===== config.mk =====
export PLATFORM = sky130hd
export DESIGN_NAME = tmsg_ctrl
export DESIGN_NICKNAME = d
export VERILOG_FILES = /design/src/rtl/tmsg_pkg.sv /design/src/rtl/tmsg_ctrl.sv
export VERILOG_INCLUDE_DIRS = /design/src /design/src/rtl
export SDC_FILE = /design/constraint.sdc
export NUM_CORES = 1
export LEC_CHECK = 0
export BUFFER_PORTS_ARGS = -buffer_cell sky130_fd_sc_hd__clkbuf_2
export CORE_MARGIN = 1
export CORE_UTILIZATION = 60
export CTS_BUF_LIST = sky130_fd_sc_hd__clkbuf_8
export DETAILED_ROUTE_END_ITERATION = 16
export HOLD_SLACK_MARGIN = 0.05
export PLACE_DENSITY_LB_ADDON = 0.08
export SLEW_MARGIN = 10
export SYNTH_ARGS = -nofsm -noshare
export SYNTH_HDL_FRONTEND = slang
export SYNTH_SLANG_ARGS = --single-unit

===== constraint.sdc =====
create_clock -name clk -period 4.6 [get_ports clk]
set_input_delay 0.46 -clock clk [delete_from_list [all_inputs] [get_ports clk]]
set_output_delay 0.46 -clock clk [all_outputs]
set_load 0.01 [all_outputs]

===== src/rtl/trapezoid_move_setpoint_generator_core_macros.svh =====
// assertion helpers used by tmsg_ctrl
`ifndef TRAPEZOID_MOVE_SETPOINT_GENERATOR_CORE_MACROS_SVH
`define TRAPEZOID_MOVE_SETPOINT_GENERATOR_CORE_MACROS_SVH

// antecedent implies consequent in the same cycle
`define TMSG_ASSERT_SAME(label, ante, cons) \
  label: assert property (@(posedge clk) disable iff (!rst_n) (ante) |-> (cons)) \
    else $error("tmsg same-cycle check failed");

// antecedent implies consequent in the next cycle
`define TMSG_ASSERT_NEXT(label, ante, cons) \
  label: assert property (@(posedge clk) disable iff (!rst_n) (ante) |=> (cons)) \
    else $error("tmsg next-cycle check failed");

`endif


===== src/rtl/tmsg_pkg.sv =====
`default_nettype none
package tmsg_pkg;

  // fixed-point format of positions, velocities and times
  localparam int PosW  = 32;
  localparam int FracW = 16;

  // request opcodes
  localparam logic [2:0] OP_START   = 3'd0;
  localparam logic [2:0] OP_MOVE    = 3'd1;
  localparam logic [2:0] OP_STOP    = 3'd2;
  localparam logic [2:0] OP_TICK    = 3'd3;
  localparam logic [2:0] OP_TIMEOUT = 3'd4;

  // result events
  localparam logic [1:0] EV_NONE     = 2'd0;
  localparam logic [1:0] EV_ACHIEVED = 2'd1;
  localparam logic [1:0] EV_UNREACH  = 2'd2;

  // register indexes
  localparam logic [2:0] REG_VMAX = 3'd0;
  localparam logic [2:0] REG_AMAX = 3'd1;
  localparam logic [2:0] REG_FREQ = 3'd2;
  localparam logic [2:0] REG_PTOL = 3'd3;
  localparam logic [2:0] REG_VTOL = 3'd4;

  // divider operand selects
  localparam logic [1:0] DSEL_TA     = 2'd0;
  localparam logic [1:0] DSEL_TRI    = 2'd1;
  localparam logic [1:0] DSEL_CRUISE = 2'd2;
  localparam logic [1:0] DSEL_TICK   = 2'd3;

  typedef logic [4:0] uop_t;

  // datapath micro-ops
  localparam uop_t UOP_NONE        = 5'd0;
  localparam uop_t UOP_IN_LOAD     = 5'd1;
  localparam uop_t UOP_PLAN_INIT   = 5'd2;
  localparam uop_t UOP_TICK_INC    = 5'd3;
  localparam uop_t UOP_TA_LOAD     = 5'd4;
  localparam uop_t UOP_H_ACC       = 5'd5;
  localparam uop_t UOP_H_T         = 5'd6;
  localparam uop_t UOP_H_REM       = 5'd7;
  localparam uop_t UOP_MUL_AH      = 5'd8;
  localparam uop_t UOP_MUL_MH      = 5'd9;
  localparam uop_t UOP_DA_LOAD     = 5'd10;
  localparam uop_t UOP_TRI_ACC     = 5'd11;
  localparam uop_t UOP_PEAK_M      = 5'd12;
  localparam uop_t UOP_TRAP        = 5'd13;
  localparam uop_t UOP_CRUISE_LOAD = 5'd14;
  localparam uop_t UOP_TOTAL       = 5'd15;
  localparam uop_t UOP_T_LOAD      = 5'd16;
  localparam uop_t UOP_P_HALF      = 5'd17;
  localparam uop_t UOP_ACC_HALF    = 5'd18;
  localparam uop_t UOP_MUL_PK      = 5'd19;
  localparam uop_t UOP_P_SUM       = 5'd20;
  localparam uop_t UOP_P_TAIL      = 5'd21;
  localparam uop_t UOP_SP_CALC     = 5'd22;
  localparam uop_t UOP_SP_DEST     = 5'd23;
  localparam uop_t UOP_DEST_MEAS   = 5'd24;
  localparam uop_t UOP_OUT_LOAD    = 5'd25;

  typedef struct packed {
    logic [30:0] vmax;
    logic [30:0] amax;
    logic [16:0] freq;
    logic [30:0] ptol;
    logic [30:0] vtol;
  } cfg_t;

  typedef struct packed {
    uop_t       uop;
    logic       div_start;
    logic [1:0] div_sel;
    logic       sqrt_start;
    logic       out_sp_en;
  } dp_cmd_t;

  typedef struct packed {
    logic [2:0] op;
    logic       div_busy;
    logic       sqrt_busy;
    logic       da_ge;
    logic       dist_zero;
    logic       t_ge_total;
    logic       t_lt_accel;
    logic       t_lt_ac;
    logic       settled;
  } dp_sts_t;

endpackage
`default_nettype wire


===== src/rtl/tmsg_ctrl.sv =====
`default_nettype none
`include "trapezoid_move_setpoint_generator_core_macros.svh"
// request sequencer: move flags, micro-op issue, result register handshake
module tmsg_ctrl (
  input  wire logic              clk,
  input  wire logic              rst_n,
  input  wire logic              in_valid,
  output logic                   in_stall,
  output logic                   out_valid,
  input  wire logic              out_stall,
  output logic                   out_setpoint_valid,
  output logic [1:0]             out_event_res,
  output tmsg_pkg::dp_cmd_t      cmd,
  input  wire tmsg_pkg::dp_sts_t sts
);

  localparam logic [4:0] ST_IDLE     = 5'd0;
  localparam logic [4:0] ST_DECODE   = 5'd1;
  localparam logic [4:0] ST_P_INIT   = 5'd2;
  localparam logic [4:0] ST_P_DIV_TA = 5'd3;
  localparam logic [4:0] ST_P_HSET   = 5'd4;
  localparam logic [4:0] ST_H_M1     = 5'd5;
  localparam logic [4:0] ST_H_M2     = 5'd6;
  localparam logic [4:0] ST_H_END    = 5'd7;
  localparam logic [4:0] ST_P_CMP    = 5'd8;
  localparam logic [4:0] ST_P_DIVTRI = 5'd9;
  localparam logic [4:0] ST_P_SQRT   = 5'd10;
  localparam logic [4:0] ST_P_PKH    = 5'd11;
  localparam logic [4:0] ST_P_PKM    = 5'd12;
  localparam logic [4:0] ST_P_PK     = 5'd13;
  localparam logic [4:0] ST_P_DIV_CR = 5'd14;
  localparam logic [4:0] ST_P_TOTAL  = 5'd15;
  localparam logic [4:0] ST_T_DIV    = 5'd16;
  localparam logic [4:0] ST_T_WAIT   = 5'd17;
  localparam logic [4:0] ST_T_SEG    = 5'd18;
  localparam logic [4:0] ST_S2_MUL   = 5'd19;
  localparam logic [4:0] ST_S2_SUM   = 5'd20;
  localparam logic [4:0] ST_SP       = 5'd21;
  localparam logic [4:0] ST_CHECK    = 5'd22;
  localparam logic [4:0] ST_DONE     = 5'd23;

  // who called the half a*t*t routine
  localparam logic [1:0] CTX_DA   = 2'd0;
  localparam logic [1:0] CTX_SEG1 = 2'd1;
  localparam logic [1:0] CTX_SEG2 = 2'd2;
  localparam logic [1:0] CTX_SEG3 = 2'd3;

  logic [4:0] state_r, state_nxt;
  logic [1:0] ctx_r, ctx_nxt;
  logic       operating_r, operating_nxt;
  logic       pending_r, pending_nxt;
  logic       active_r, active_nxt;
  logic       res_valid_r, res_valid_nxt;
  logic [1:0] res_ev_r, res_ev_nxt;
  logic       out_valid_r, out_valid_nxt;
  logic       out_spv_r, out_spv_nxt;
  logic [1:0] out_ev_r, out_ev_nxt;

  always_comb begin
    state_nxt     = state_r;
    ctx_nxt       = ctx_r;
    operating_nxt = operating_r;
    pending_nxt   = pending_r;
    active_nxt    = active_r;
    res_valid_nxt = res_valid_r;
    res_ev_nxt    = res_ev_r;
    out_spv_nxt   = out_spv_r;
    out_ev_nxt    = out_ev_r;
    out_valid_nxt = (out_valid_r && !out_stall) ? 1'b0 : out_valid_r;
    cmd           = '0;
    case (state_r)
      ST_IDLE: begin
        cmd.uop = tmsg_pkg::UOP_IN_LOAD;
        if (in_valid) begin
          state_nxt = ST_DECODE;
        end
      end
      ST_DECODE: begin
        res_valid_nxt = 1'b0;
        res_ev_nxt    = tmsg_pkg::EV_NONE;
        state_nxt     = ST_DONE;
        case (sts.op)
          tmsg_pkg::OP_START: begin
            if (!operating_r) begin
              operating_nxt = 1'b1;
              state_nxt     = ST_P_INIT;
            end
          end
          tmsg_pkg::OP_MOVE: begin
            if (operating_r) begin
              state_nxt = ST_P_INIT;
            end
          end
          tmsg_pkg::OP_STOP: begin
            if (operating_r) begin
              operating_nxt = 1'b0;
              pending_nxt   = 1'b0;
              active_nxt    = 1'b0;
            end
          end
          tmsg_pkg::OP_TICK: begin
            if (operating_r) begin
              if (pending_r && active_r) begin
                cmd.uop   = tmsg_pkg::UOP_TICK_INC;
                state_nxt = ST_T_DIV;
              end else begin
                cmd.uop   = tmsg_pkg::UOP_SP_DEST;
                state_nxt = ST_CHECK;
              end
            end
          end
          tmsg_pkg::OP_TIMEOUT: begin
            if (operating_r && pending_r) begin
              pending_nxt = 1'b0;
              active_nxt  = 1'b0;
              res_ev_nxt  = tmsg_pkg::EV_UNREACH;
              cmd.uop     = tmsg_pkg::UOP_DEST_MEAS;
            end
          end
          default: ;
        endcase
      end
      // planning
      ST_P_INIT: begin
        cmd.uop       = tmsg_pkg::UOP_PLAN_INIT;
        cmd.div_start = 1'b1;
        cmd.div_sel   = tmsg_pkg::DSEL_TA;
        state_nxt     = ST_P_DIV_TA;
      end
      ST_P_DIV_TA: begin
        if (!sts.div_busy) begin
          cmd.uop   = tmsg_pkg::UOP_TA_LOAD;
          state_nxt = ST_P_HSET;
        end
      end
      ST_P_HSET: begin
        cmd.uop   = tmsg_pkg::UOP_H_ACC;
        ctx_nxt   = CTX_DA;
        state_nxt = ST_H_M1;
      end
      ST_H_M1: begin
        cmd.uop   = tmsg_pkg::UOP_MUL_AH;
        state_nxt = ST_H_M2;
      end
      ST_H_M2: begin
        cmd.uop   = tmsg_pkg::UOP_MUL_MH;
        state_nxt = ST_H_END;
      end
      ST_H_END: begin
        case (ctx_r)
          CTX_DA: begin
            cmd.uop   = tmsg_pkg::UOP_DA_LOAD;
            state_nxt = ST_P_CMP;
          end
          CTX_SEG1: begin
            cmd.uop   = tmsg_pkg::UOP_P_HALF;
            state_nxt = ST_SP;
          end
          CTX_SEG2: begin
            cmd.uop   = tmsg_pkg::UOP_ACC_HALF;
            state_nxt = ST_S2_MUL;
          end
          default: begin
            cmd.uop   = tmsg_pkg::UOP_P_TAIL;
            state_nxt = ST_SP;
          end
        endcase
      end
      ST_P_CMP: begin
        cmd.div_start = 1'b1;
        if (sts.da_ge) begin
          cmd.div_sel = tmsg_pkg::DSEL_TRI;
          state_nxt   = ST_P_DIVTRI;
        end else begin
          cmd.uop     = tmsg_pkg::UOP_TRAP;
          cmd.div_sel = tmsg_pkg::DSEL_CRUISE;
          state_nxt   = ST_P_DIV_CR;
        end
      end
      ST_P_DIVTRI: begin
        if (!sts.div_busy) begin
          cmd.sqrt_start = 1'b1;
          state_nxt      = ST_P_SQRT;
        end
      end
      ST_P_SQRT: begin
        if (!sts.sqrt_busy) begin
          cmd.uop   = tmsg_pkg::UOP_TRI_ACC;
          state_nxt = ST_P_PKH;
        end
      end
      ST_P_PKH: begin
        cmd.uop   = tmsg_pkg::UOP_H_ACC;
        state_nxt = ST_P_PKM;
      end
      ST_P_PKM: begin
        cmd.uop   = tmsg_pkg::UOP_MUL_AH;
        state_nxt = ST_P_PK;
      end
      ST_P_PK: begin
        cmd.uop   = tmsg_pkg::UOP_PEAK_M;
        state_nxt = ST_P_TOTAL;
      end
      ST_P_DIV_CR: begin
        if (!sts.div_busy) begin
          cmd.uop   = tmsg_pkg::UOP_CRUISE_LOAD;
          state_nxt = ST_P_TOTAL;
        end
      end
      ST_P_TOTAL: begin
        cmd.uop     = tmsg_pkg::UOP_TOTAL;
        pending_nxt = 1'b1;
        active_nxt  = 1'b1;
        state_nxt   = ST_DONE;
      end
      // setpoint tick
      ST_T_DIV: begin
        cmd.div_start = 1'b1;
        cmd.div_sel   = tmsg_pkg::DSEL_TICK;
        state_nxt     = ST_T_WAIT;
      end
      ST_T_WAIT: begin
        if (!sts.div_busy) begin
          cmd.uop   = tmsg_pkg::UOP_T_LOAD;
          state_nxt = ST_T_SEG;
        end
      end
      ST_T_SEG: begin
        state_nxt = ST_H_M1;
        if (sts.dist_zero || sts.t_ge_total) begin
          cmd.uop    = tmsg_pkg::UOP_SP_DEST;
          active_nxt = 1'b0;
          state_nxt  = ST_CHECK;
        end else if (sts.t_lt_accel) begin
          cmd.uop = tmsg_pkg::UOP_H_T;
          ctx_nxt = CTX_SEG1;
        end else if (sts.t_lt_ac) begin
          cmd.uop = tmsg_pkg::UOP_H_ACC;
          ctx_nxt = CTX_SEG2;
        end else begin
          cmd.uop = tmsg_pkg::UOP_H_REM;
          ctx_nxt = CTX_SEG3;
        end
      end
      ST_S2_MUL: begin
        cmd.uop   = tmsg_pkg::UOP_MUL_PK;
        state_nxt = ST_S2_SUM;
      end
      ST_S2_SUM: begin
        cmd.uop   = tmsg_pkg::UOP_P_SUM;
        state_nxt = ST_SP;
      end
      ST_SP: begin
        cmd.uop   = tmsg_pkg::UOP_SP_CALC;
        state_nxt = ST_CHECK;
      end
      ST_CHECK: begin
        res_valid_nxt = 1'b1;
        if (pending_r && sts.settled) begin
          pending_nxt = 1'b0;
          active_nxt  = 1'b0;
          res_ev_nxt  = tmsg_pkg::EV_ACHIEVED;
        end
        state_nxt = ST_DONE;
      end
      ST_DONE: begin
        if (!out_valid_r || !out_stall) begin
          cmd.uop       = tmsg_pkg::UOP_OUT_LOAD;
          cmd.out_sp_en = res_valid_r;
          out_valid_nxt = 1'b1;
          out_spv_nxt   = res_valid_r;
          out_ev_nxt    = res_ev_r;
          state_nxt     = ST_IDLE;
        end
      end
      default: state_nxt = ST_IDLE;
    endcase
  end

  always_ff @(posedge clk) begin
    if (!rst_n) begin
      state_r     <= ST_IDLE;
      ctx_r       <= CTX_DA;
      operating_r <= 1'b0;
      pending_r   <= 1'b0;
      active_r    <= 1'b0;
      res_valid_r <= 1'b0;
      res_ev_r    <= tmsg_pkg::EV_NONE;
      out_valid_r <= 1'b0;
      out_spv_r   <= 1'b0;
      out_ev_r    <= tmsg_pkg::EV_NONE;
    end else begin
      state_r     <= state_nxt;
      ctx_r       <= ctx_nxt;
      operating_r <= operating_nxt;
      pending_r   <= pending_nxt;
      active_r    <= active_nxt;
      res_valid_r <= res_valid_nxt;
      res_ev_r    <= res_ev_nxt;
      out_valid_r <= out_valid_nxt;
      out_spv_r   <= out_spv_nxt;
      out_ev_r    <= out_ev_nxt;
    end
  end

  assign in_stall           = state_r != ST_IDLE;
  assign out_valid          = out_valid_r;
  assign out_setpoint_valid = out_spv_r;
  assign out_event_res      = out_ev_r;

  `TMSG_ASSERT_SAME(a_active_has_pending, active_r, pending_r)
  `TMSG_ASSERT_SAME(a_pending_has_oper, pending_r, operating_r)
  `TMSG_ASSERT_SAME(a_achieved_on_tick, out_valid_r && (out_ev_r == tmsg_pkg::EV_ACHIEVED), out_spv_r)
  `TMSG_ASSERT_SAME(a_unreach_no_sp, out_valid_r && (out_ev_r == tmsg_pkg::EV_UNREACH), !out_spv_r)
  `TMSG_ASSERT_NEXT(a_accept_then_busy, in_valid && !in_stall, in_stall)

endmodule
`default_nettype wire


# ---- Yosys cells after proc, flatten, opt, wreduce, memory -nomap -nowiden
# Cells that the tools add are included.
dict set report op_classes {
  muxes 57
  n_eq_ne 42
  n_reduce_logical 27
}
# op count
set ops {}
lappend ops {{one-hot mux 5 bit (23 select lines)} 1}
lappend ops {{one-hot mux 5 bit (19 select lines)} 1}
lappend ops {{two-way mux 5 bit} 16}
lappend ops {{== test 5 x 4 -> 1 bit, second input constant} 8}
lappend ops {{== test 5 bit, second input constant} 8}
lappend ops {{one-hot mux 5 bit (3 select lines)} 2}
lappend ops {{== test 5 x 3 -> 1 bit, second input constant} 4}
lappend ops {{inequality test 2 bit, second input constant} 10}
lappend ops {{one-hot mux 5 bit (2 select lines)} 2}
lappend ops {{two-way mux 2 bit} 8}
lappend ops {{two-way mux 1 bit} 12}
lappend ops {{two-way mux 3 bit} 4}
lappend ops {{two-way mux 4 bit} 3}
lappend ops {{== test 5 x 2 -> 1 bit, second input constant} 2}
lappend ops {{one-hot mux 3 bit (3 select lines)} 1}
lappend ops {{one-hot mux 2 bit (2 select lines)} 2}
lappend ops {{AND reduction 2 bit} 4}
lappend ops {{AND reduction 7 bit} 1}
lappend ops {{== test 3 x 2 -> 1 bit, second input constant} 2}
lappend ops {{inequality test 3 bit, second input constant} 2}
lappend ops {{one-hot mux 1 bit (2 select lines)} 3}
lappend ops {{AND reduction 6 bit} 1}
lappend ops {{nonzero test 2 bit} 3}
lappend ops {{OR reduction 2 bit} 3}
lappend ops {{other kinds (18)} 23}
dict set report totals {
  output_inout_bits 15
  reg_bits 17
  elab_cells 136
  inputBits 15
}

# ---- Logic depth before layout (Yosys ltp)
dict set report depth {
  word_depth 5
  depth_mapped 8
  mapped_depth_nobuf 5
}

# ---- Worst setup path after synthesis
# No wires, ideal clock.
dict set report synth_timing {
  kind {register to output}
  startpoint {register state_r[0]}
  endpoint {output cmd[8] (netlist bit)}
  path_stages_with_launch 7
  path_buffers 2
  t_arrival_ns 1.491
  required_time_ns 4.140
  slack_ns 2.649
  path_cell_list {dfxtp_1 -> buf_2 -> clkbuf_1 -> nand3_1 -> nor3_1 -> nor4_1 -> o21ai_0}
}
# element line_no
set synth_rtl {}
lappend synth_rtl {{start, declared} tmsg_ctrl.sv:48} ;# logic [4:0] state_r, state_nxt;
lappend synth_rtl {{start signal, assigned} tmsg_ctrl.sv:293} ;# state_r <= state_nxt;
lappend synth_rtl {{end, declared} tmsg_ctrl.sv:13} ;# output tmsg_pkg::dp_cmd_t cmd,

==> out/results.tsv <==
metric	value	unit
status	finished, final reports clean	
TritonCTS clock tree	yes	
share of cells above drive strength 1	15.69	%
Crit path max-delay family	flip-flops	
wire length of the first global-routing pass	7783	µm
slew at the pin closest to its max-slew limit	1.052	ns
Final Hold Fails	0	
Buf/Inv on CP	1	
crit share post-route	65.13	%
CTS Hold Bufs	0	
worst r2r dst	state_r[4]	
Cell Area, Synth	1599	µm²
total power draw	0.9362	mW
Synth area leader	dfxtp_1	
Max Fclk	0.3338	GHz
fraction of registers with async set/reset	0	%
CP max FO	34	
post-synthesis register bit count	17	
Sw Share	52.21	%
maxcap violations	0	
unrepaired setup endpoints after global routing	no	
initial DRC count	119	
FF-to-FF setup slack	2.13	ns
Starting Density	63.96	%
wire per inst	16.81	µm
combinational power share	57.7	%
Worst EP arrival	2.54	ns
EDFF count, synth	0	
slowest stage delay, CP	1.02	ns
Post-Synth Adder-Cell Area	0	%
placed wire-length estimate	3618	µm
initial antenna violation count	0	
CP Launch Type	flip-flop	
Clk Latency, worst-skew pair	0.26	ns
critical path endpoint category	output port	
Setup-failing EPs final	0	
min Tclk post-route	2.996	ns
post-synthesis sequential area ratio	21.28	%
Syn Inst Count	239	
R2R Path Start	state_r[1]	
simple-gate share of the synthesized area	37.32	%
grt met1 use	46.70	%
H-tree levels	1	
Post-CTS Setup Inserts	0	
fin util	69.67	%
HP Start	out_setpoint_valid	
GRT overflow	0	
leakage power	0.6762	nW
largest family of logic cells by synthesized area	simple AND/OR/NAND/NOR gates	
Sink Count	17	
YS warnings	0	
Reg power frac	30.3	%
DIE AREA	2876	µm²
final setup TNS	0	ns
Netlist cell types	51	
count of nets after finishing	271	
router iterations before antenna repair	5	
cts bufs inserted	3	
critical-path cell list	nor2_1, nand3_1, nor3_1, nor4_1, o21ai_0, clkbuf_2	
P&R area growth vs syn	8.920	%
drt total wl	4791	µm
Filler Cell Count	246	
Internal	0.4474	mW
Core ar.	2500	µm²
row cnt	18	
CTS clk-pin slew, worst paths	0.07	ns
reg2reg path depth	5	
net switching power	0.4888	mW
met3 Resource Use GR	9.887	%
Mapped Nets	254	
Syn Area/Cell	6.691	µm²
worst setup path category	reg -> out	
CP required	4.14	ns
GR Util met2	58.54	%
Rel. slew slack	29.78	%
Synth area leaders	dfxtp_1 (21%), a21oi_1 (7.5%), o21ai_0 (5.6%), nand2_1 (4.5%), nor2_1 (4.5%)	
Hold Path End	out_setpoint_valid	
IO Port Bufs	29	
PD cells	537.5	nW/µm²
pin count of the biggest net entering global routing	35	
Crit-path slowest cell	dfxtp_1	
Vias/cell	6.660	
number of antenna diodes	0	
Post-synth top flop	dfxtp_1	
# DRC	0	
IO Count	30	
CTS Buffer Depth	2	
gpl congestion	0.9345	
Max Slew Vio Count	0	
peak supply drop	0.5006	mV
Hold Crit Class	reg -> reg	
Final ANT Viol Nets	0	
via count	1898	
clock tree root buffer cell	clkbuf_8	
Global Route Usage Sum	37.86	%
Post-CTS Resized	0	
hold path depth	2	
gr busiest metal	met2	
Die H	53.63	µm
skew final	0.003994	ns
clock network fraction of total power	12.1	%
Synth top area share	21.28	%
Die Wd	53.63	µm
Synth Area in Compound Gates	30.99	%
Synth Area in XOR/XNOR	1.095	%
mux cell area share after synthesis	1.330	%
vias in the first global route	1731	
==> how the worst max path moves through the flow <==
stage | start | end | cells past startpoint
after global placement | state_r[2] | cmd[8] | 6
after detailed placement | state_r[1] | cmd[8] | 6
after floorplan | state_r[0] | cmd[8] | 6
after CTS | state_r[1] | cmd[8] | 6
after global routing | state_r[1] | cmd[8] | 6
final | state_r[1] | cmd[8] | 6
==> state kept, by name, summed over array words and instances (netlist names) <==
register            cells
state_r                 5
ctx_r                   2
out_event_res           2
res_ev_r                2
active_r                1
operating_r             1
out_setpoint_valid      1
out_valid               1
pending_r               1
res_valid_r             1
==> metal layers <==
layer	wire length (µm)	part of all wire (%)	up-vias
met5	0	0	-
met4	214	4.5	0
met3	503	10	20
met2	2177	45	130
met1	1897	40	827
li1	-	-	921
==> synth_stat cells (all sizes together), types with 7 or more instances <==
cell,instances
nor2b,7
nor2,20
o21ai,18
inv,11
a21oi,24
nor3,15
dfxtp,17
nand2b,11
buf,12
nand2,19
nand3,13
nor4,7
==> through the flow <==
| step | cell area (µm²) | cells | hold WS (ns) | setup slack [ns] |
|---|---|---|---|---|
| detailed placement | 1695 | 281 | 0.4539 | 1.963 |
| CTS | 1742 | 285 | 0.4636 | 1.661 |
| floorplan | 1599 | 239 | 0.4366 | 2.649 |
| finish | 1742 | 285 | 0.4616 | 1.604 |
| global route | 1742 | 285 | 0.4959 | 1.455 |
| global placement | 1695 | 281 | 0.4458 | 1.988 |
==> final cells by class <==
class / instances / area (µm²) / share of cell area (%)
clock inverters: 1 / 5.005 / 0.2874
multi-input cells: 194 / 1131 / 64.94
flip-flops and latches: 17 / 340.3 / 19.54
inverters: 11 / 41.29 / 2.371
well taps: 30 / 37.54 / 2.155
repair buffers: 29 / 145.1 / 8.333
clock buffers: 3 / 41.29 / 2.371
==> worst register-to-register path, stage by stage (launching register included) <==
cell	delay, ns
dfxtp_1	1.02
nor2b_1	0.43
a32oi_1	0.19
and4_1	0.28
and2_1	0.21
a31o_2	0.24
==> kinds of logic (layout without fill, tap and decap cells) <==
group	count (synthesis)	count (layout)
buffers and inverters	28	44
and+or+nand+nor	113	113
xor gates and xnor gates	2	2
AOI/OAI and AO/OA	77	77
DFF	17	17
muxes	2	2
==> placed cells by master, fill, tap and decap left out, types with 3 or more instances in the layout <==
master	instances
o21ai_0	18
nor3_1	14
dfxtp_1	17
nand3_1	13
nand2b_1	11
nand4_1	5
a311oi_1	4
nand2_1	19
a21oi_1	24
nor2_1	19
inv_1	11
nor2b_1	7
clkbuf_8	3
or3_1	3
a31oi_1	5
clkbuf_2	29
nor4_1	7
==> power groups by stage <==
stage	Combinational (mW)	Clock [mW]	Sequential (mW)
finish	0.540	0.113	0.283
global route	0.591	0.121	0.293
CTS	0.526	0.117	0.278
detailed placement	0.522	0	0.281
global placement	0.526	0	0.281
floorplan	0.494	0	0.179
No activity file was read; power rests on OpenSTA's default activity.
